## src/rtl/mseu_pkg.sv

```systemverilog
package mseu_pkg;

	// data memory depth in words, a power of two
	localparam int MEM_WORDS = 1024;
	localparam int MEM_AW    = $clog2(MEM_WORDS);

	typedef enum logic [4:0] {
		OP_NOP     = 5'd0,
		OP_ADD     = 5'd1,
		OP_ADDI    = 5'd2,
		OP_AND     = 5'd3,
		OP_BEQ     = 5'd4,
		OP_BGTZ    = 5'd5,
		OP_BLEZ    = 5'd6,
		OP_BNE     = 5'd7,
		OP_DIV     = 5'd8,
		OP_J       = 5'd9,
		OP_JR      = 5'd10,
		OP_LUI     = 5'd11,
		OP_LW      = 5'd12,
		OP_MFHI    = 5'd13,
		OP_MFLO    = 5'd14,
		OP_MULT    = 5'd15,
		OP_OR      = 5'd16,
		OP_ROTR    = 5'd17,
		OP_SLL     = 5'd18,
		OP_SLT     = 5'd19,
		OP_SRL     = 5'd20,
		OP_SUB     = 5'd21,
		OP_SW      = 5'd22,
		OP_SYSCALL = 5'd23,
		OP_XOR     = 5'd24
	} op_t;

	localparam logic [1:0] ST_OK         = 2'd0;
	localparam logic [1:0] ST_MISALIGNED = 2'd1;
	localparam logic [1:0] ST_DIVZERO    = 2'd2;

	typedef struct packed {
		logic [4:0]         opcode;
		logic [4:0]         dest_reg;
		logic [4:0]         src_a_reg;
		logic [4:0]         src_b_reg;
		logic signed [15:0] imm_value;
		logic [4:0]         shift_amount;
		logic [25:0]        jump_target;
		logic [31:0]        cur_index;
	} item_t;

	typedef struct packed {
		logic load;
		logic rd_regs;
		logic exec;
		logic mem_wb;
		logic mul_wb;
		logic div_step;
		logic div_wb;
		logic out_load;
		logic clr_step;
	} cmd_t;

	typedef struct packed {
		logic go_mem;
		logic go_mul;
		logic go_div;
		logic div_last;
		logic clr_last;
	} sts_t;

endpackage

```

## src/rtl/mseu_ctrl.sv

```systemverilog
module mseu_ctrl (
	input  logic           clk,
	input  logic           arst_n,
	input  logic           s_tvalid,
	output logic           s_tready,
	output logic           m_tvalid,
	input  logic           m_tready,
	output mseu_pkg::cmd_t cmd,
	input  mseu_pkg::sts_t sts
);
	import mseu_pkg::*;

	typedef enum logic [3:0] {
		S_CLEAR, S_IDLE, S_READ, S_EXEC, S_MEMWB, S_MULWB, S_DIVRUN, S_DIVWB, S_FINISH
	} state_t;

	state_t state;
	logic   out_free;

	assign s_tready = (state == S_IDLE);
	assign out_free = !m_tvalid || m_tready;

	always_comb begin
		cmd          = '0;
		cmd.load     = s_tready && s_tvalid;
		cmd.clr_step = (state == S_CLEAR);
		cmd.rd_regs  = (state == S_READ);
		cmd.exec     = (state == S_EXEC);
		cmd.mem_wb   = (state == S_MEMWB);
		cmd.mul_wb   = (state == S_MULWB);
		cmd.div_step = (state == S_DIVRUN);
		cmd.div_wb   = (state == S_DIVWB);
		cmd.out_load = (state == S_FINISH) && out_free;
	end

	always_ff @(posedge clk or negedge arst_n) begin
		if (!arst_n) begin
			state    <= S_CLEAR;
			m_tvalid <= 1'b0;
		end else begin
			if (cmd.out_load) m_tvalid <= 1'b1;
			else if (m_tready) m_tvalid <= 1'b0;
			case (state)
				S_CLEAR:  if (sts.clr_last) state <= S_IDLE;
				S_IDLE:   if (s_tvalid) state <= S_READ;
				S_READ:   state <= S_EXEC;
				S_EXEC: begin
					if (sts.go_mem) state <= S_MEMWB;
					else if (sts.go_mul) state <= S_MULWB;
					else if (sts.go_div) state <= S_DIVRUN;
					else state <= S_FINISH;
				end
				S_MEMWB:  state <= S_FINISH;
				S_MULWB:  state <= S_FINISH;
				S_DIVRUN: if (sts.div_last) state <= S_DIVWB;
				S_DIVWB:  state <= S_FINISH;
				S_FINISH: if (out_free) state <= S_IDLE;
				default:  state <= S_IDLE;
			endcase
		end
	end

	a_one_in_flight: assert property (@(posedge clk) disable iff (!arst_n)
		(s_tvalid && s_tready) |=> !s_tready)
		else $error("second transaction accepted while one is in flight");

	a_no_overwrite: assert property (@(posedge clk) disable iff (!arst_n)
		cmd.out_load |-> (!m_tvalid || m_tready))
		else $error("result register overwritten before it was taken");

	a_div_wb: assert property (@(posedge clk) disable iff (!arst_n)
		(cmd.div_step && sts.div_last) |=> cmd.div_wb)
		else $error("divider result not written back after last step");

	a_valid_source: assert property (@(posedge clk) disable iff (!arst_n)
		$rose(m_tvalid) |-> $past(cmd.out_load))
		else $error("result valid without a result load");

endmodule

```

## config.mk

```make
export PLATFORM = sky130hd
export DESIGN_NAME = mseu_ctrl
export DESIGN_NICKNAME = d
export VERILOG_FILES = /design/src/rtl/mseu_pkg.sv /design/src/rtl/mseu_ctrl.sv
export SDC_FILE = /design/constraint.sdc
export NUM_CORES = 1
export LEC_CHECK = 0
export ABC_CLOCK_PERIOD_IN_PS = 1850
export BUFFER_PORTS_ARGS = -buffer_cell sky130_fd_sc_hd__clkbuf_2
export CAP_MARGIN = 20
export CORE_AREA = 4 4 41 43
export CTS_CLUSTER_DIAMETER = 80
export DETAILED_ROUTE_END_ITERATION = 8
export DIE_AREA = 0 0 45 47
export GPL_ROUTABILITY_DRIVEN = 0
export PLACE_DENSITY = 0.63
export RECOVER_POWER = 50
export SLEW_MARGIN = 20
export SYNTH_ARGS = -nofsm -noshare
export SYNTH_HDL_FRONTEND = slang
export SYNTH_SLANG_ARGS = --single-unit
```

## constraint.sdc

```tcl
create_clock -name clk -period 1.85 [get_ports clk]
set_input_delay 0.37 -clock clk [delete_from_list [all_inputs] [get_ports clk]]
set_output_delay 0.37 -clock clk [all_outputs]
set_load 0.005 [all_outputs]
```

After elaboration in Yosys (flattened, before gate mapping)
Cells that the tools add are included.
{"block": "totals", "regBits": 5, "latch_bits": 0, "mem_bits_rw": 0, "mem_bits_ro": 0, "in_bits": 9, "output_inout_bits": 11, "elab_cells": 32, "n_memories": 0}
{"block": "op_classes", "n_addsub": 0, "mul": 0, "n_div": 0, "n_lt_le_gt_ge": 0, "n_eq_ne": 12, "shifts": 0, "n_mux": 10, "bitwise_logic": 0, "reduce_logical": 8}
{"cell": "$mux W4", "count": 7}
{"cell": "$pmux W4 S7", "count": 1}
{"cell": "$eq A4 B3 Y1 const B", "count": 4}
{"cell": "$eq A4 B2 Y1 const B", "count": 2}
{"cell": "$eq A4 B1 Y1 const B", "count": 1}
{"cell": "$eq A4 B4 Y1 const B", "count": 1}
{"cell": "$logic_not A4 Y1", "count": 1}
{"cell": "$ne A2 B1 Y1 const B", "count": 2}
{"cell": "$ne A2 B2 Y1 const B", "count": 2}
{"cell": "$reduce_and A4 Y1", "count": 1}
{"cell": "$reduce_or A3 Y1", "count": 1}
{"cell": "$logic_and A1 B1 Y1", "count": 2}
{"cell": "$mux W1", "count": 2}
{"cell": "$reduce_bool A2 Y1", "count": 1}
{"cell": "$logic_not A1 Y1", "count": 1}
{"cell": "$logic_or A1 B1 Y1", "count": 1}

Longest topological paths before layout
{"block": "logic_depth", "depth_word": 4, "mapped_depth": 5, "depth_no_buf": 4}

Worst setup path before layout
Ideal clock, no wire load.
{"block": "synth_path", "path_type": "register to output", "startpoint": "register state[0]", "endpoint": "output cmd[1] in the netlist's numbering", "arrival_ps": 1120, "t_required_ps": 1480, "slack_ps": 360, "path_stages_with_launch": 4, "n_path_buf": 1, "cell_sequence": "dfrtp_1 > buf_6 > or4_4 > nor2_1"}
{"item": "from (decl)", "line": "mseu_ctrl.sv:17", "rtl": "state_t state;"}
{"item": "from (signal assigned)", "line": "mseu_ctrl.sv:38", "rtl": "state <= S_CLEAR;"}
{"item": "from (signal assigned)", "line": "mseu_ctrl.sv:44", "rtl": "S_CLEAR: if (sts.clr_last) state <= S_IDLE;"}
{"item": "from (signal assigned)", "line": "mseu_ctrl.sv:45", "rtl": "S_IDLE: if (s_tvalid) state <= S_READ;"}
{"item": "to (decl)", "line": "mseu_ctrl.sv:8", "rtl": "output mseu_pkg::cmd_t cmd,"}

==> out/qor.log <==
INFO  setup_path     cp-end-kind=output pin
INFO  sta            maxClockFrequency=0.5553GHz
INFO  floorplanning  total_die_area=2115um2
INFO  sta            hold_slack_final=0.3816ns
INFO  worst_hold_path min_path_type=in -> reg
INFO  sta            period_needed=1.801ns
INFO  logic_synthesis yosysTopAreaCellShare=31.25%
INFO  logic_synthesis synthesis.yosys.warnings=0
INFO  setup_path     reg2reg_depth=5
INFO  clock_tree     path_clk_slew=0.04ns
INFO  grt            grt_start_max_net_pins=10
INFO  logic_synthesis yosys.cell_types.count=24
INFO  sta            setup_tns=0ns
INFO  sta            final_worst_path_period_share=97.33%
INFO  routing        detailroute.via_count=456
INFO  worst_hold_path hold_path_end=state[0]
INFO  floorplanning  placeableCoreArea=1301um2
INFO  routing        routed_wirelength=1025um
INFO  layout         finish.instance_area=565.5um2
INFO  layout         layout_common_cells=clkbuf_2, nand2b_1, nor3_1, nor2_1, inv_1
INFO  place          placed_area=518.0um2
INFO  setup_path     path_delay_family=simple AND/OR/NAND/NOR gates
INFO  worst_hold_path hold_path_startpoint=s_tvalid
INFO  setup_path     regToRegEndpoint=state[0]
INFO  setup_path     cp_num_cells=3
INFO  logic_synthesis synth_seq_cells=5
INFO  clock_tree     cts.root.buffer_cell=clkbuf_4
INFO  floorplanning  placement_rows=13
INFO  floorplanning  ioPinCount=20
INFO  setup_path     rrSetupSlack=0.33ns
INFO  routing        final_antenna_net_count=0
INFO  grt            global_route_wire_length_before_repair=1607um
INFO  logic_synthesis postSynthCellCount=49
INFO  status         outcome=finished clean
INFO  layout         flow.area_growth_from_synthesis=41.25%
INFO  grt            antenna_found_initial=0
INFO  pwr            pd_cells=1563nW/um2
INFO  pwr            static-leakage-power=0.2810nW
INFO  routing        dr.first_iter.drc_count=10
INFO  setup_path     cpPeakStageDelay=0.52ns
INFO  place          port_buffers=19
INFO  layout         drive_gt1_share=44.59%
INFO  routing        drc_errors=0
INFO  place          dp_hpwl=786.9um
INFO  clock_tree     cts-htree-levels=1
INFO  clock_tree     clock_tree_from_tritoncts=built
INFO  floorplanning  initial_utilization=30.77%
INFO  grt            groute.usage.overall=10.01%
INFO  routing        wl_per_cell=11.52um
INFO  routing        first_pass_iters=4
INFO  setup_path     required_arrival_time_at_the_worst_endpoint=1.48ns
INFO  grt            first_global_vias=399
INFO  pwr            maximum_vdd_ir_drop=805.3uV
INFO  clock_tree     cts_buffer_count=3
INFO  setup_path     worst_flop_to_flop_path_startpoint=state[0]
INFO  clock_tree     clk_path_buf_depth=2
INFO  worst_hold_path min_delay_path_depth=2
INFO  setup_path     critPathLaunchType=flop
INFO  clock_tree     worst_skew_pair.late_latency=0.23ns
INFO  floorplanning  floorplan.die.width=45um
INFO  layout         layout_commonest_cell=clkbuf_2
INFO  grt            grt_remaining_overflow=0
INFO  setup_path     critical_path.cell_chain=or4_4, nor2_1, clkbuf_2
INFO  logic_synthesis synthTopCellsByArea=dfrtp_1, nand2b_1, nor3_1, inv_1, nor2_1
INFO  floorplanning  die_h=47um
INFO  sta            timing.max_slew.rel_slack=69.85%
INFO  logic_synthesis synth_seq_area_share=31.25%
INFO  logic_synthesis synth.cell_area=400.4um2
INFO  layout         n_fill_cell=137
INFO  routing        vias_per_cell=5.124
INFO  sta            skew=0.003113ns
INFO  job            maxCapViolations=0
INFO  sta            final-hold-violation-count=0
INFO  layout         final_core_utilization=43.46%
INFO  setup_path     timing.critical_path.fanout_max=9
INFO  sta            tightestPinTransition=0.4409ns
INFO  logic_synthesis syn-num-nets=58
INFO  layout         diodes=0
INFO  setup_path     critical-path-slowest-cell=or4_4
INFO  sta            final_max_slew_viol_count=0
INFO  setup_path     worstSetupPathType=reg -> out
INFO  sta            unrepaired_setup_endpoints_after_global_routing=false
INFO  logic_synthesis synthesis.area_per_instance=8.171um2
INFO  logic_synthesis synth_top_cell_by_area=dfrtp_1
INFO  sta            report.final.setup_viol=0
INFO  layout         layout.nets=84
INFO  setup_path     crit_arrival=1.43ns
INFO  setup_path     critical_path_buf_inv_count=1
INFO  clock_tree     cts_num_sinks=5
## sequential cells by signal, indices dropped and copies added (netlist names)
signal and count:
m_tvalid 1, state 4
## synth_stat cells
| cell type | instances |
|---|---|
| a2111oi_0 | 1 |
| a21oi_1 | 2 |
| a31o_2 | 1 |
| a31oi_1 | 1 |
| and2_1 | 1 |
| buf_2 | 3 |
| buf_6 | 1 |
| dfrtp_1 | 5 |
| inv_1 | 5 |
| mux2_4 | 1 |
| nand2_1 | 2 |
| nand2b_1 | 5 |
| nor2_1 | 5 |
| nor2b_1 | 1 |
| nor3_1 | 6 |
| nor3b_1 | 1 |
| nor4_1 | 1 |
| nor4bb_1 | 1 |
| o22ai_1 | 1 |
| o22ai_2 | 1 |
| o32a_1 | 1 |
| o32ai_1 | 1 |
| o41ai_1 | 1 |
| or4_4 | 1 |
## how the worst max path moves through the flow
| stage | slack (ns) | startpoint | to |
|---|---|---|---|
| 5_1_grt | 0.01 | state[2] | cmd[1] |
| 6_report | 0.05 | state[2] | cmd[1] |
| 2_1_floorplan | 0.36 | state[0] | cmd[1] |
| 3_3_place_gp | 0.25 | state[1] | cmd[1] |
| 3_5_place_dp | 0.25 | state[1] | cmd[1] |
| 4_1_cts | 0.01 | state[1] | cmd[1] |
## metal layers
metal | up-vias | track usage, % | part of all wire, %
li1 | 230 | - | -
met4 | 0 | 1.170 | 0
met2 | 12 | 16.38 | 48
met5 | - | 0 | 0
met3 | 0 | 4.215 | 6.9
met1 | 214 | 12.70 | 45
## kinds of logic (layout without fill, tap and decap cells)
group	Yosys count	after routing	synth area share, %
buffers and inverters	9	34	11.25
multiplexers	1	1	3.749
flip-flops	5	5	31.25
AND/OR/NAND/NOR	24	24	33.76
AO/OA/AOI/OAI	10	10	20.00
## area by class of cell
| cell class | count | area (um2) | share of cell area, % |
|---|---|---|---|
| clock buffers | 4 | 26.28 | 4.646 |
| multi-input cells | 35 | 235.2 | 41.59 |
| flip-flops and latches | 5 | 128.9 | 22.79 |
| well taps | 15 | 18.77 | 3.319 |
| inverters | 5 | 18.77 | 3.319 |
| repair buffers | 25 | 137.6 | 24.34 |
## timing repair
action / in CTS / in global routing
gates cloned: 0 / 0
buffers inserted: 0 / 1
hold endpoints to repair: 5 / 0
endpoints found under the setup margin: 1 / 3
hold buffers: 1 / 0
resized for setup: 1 / 3
## stage by stage
stage               setup slack (ns)  cells  power, mW
floorplan                     0.3595     49     0.5710
global placement              0.2534     83     0.7345
CTS                          0.01103     88     0.8673
global route                 0.01094     89     0.9737
detailed placement            0.2527     83     0.7347
finish                       0.04932     89     0.8840
## power breakdown
| part | switching, mW | total (mW) | internal [mW] |
|---|---|---|---|
| logic | 0.256 | 0.524 | 0.267 |
| registers | 0.0754 | 0.239 | 0.163 |
| clock network | 0.0406 | 0.122 | 0.0813 |
| total | 0.372 | 0.884 | 0.512 |
(Power assumes the default switching activity.)
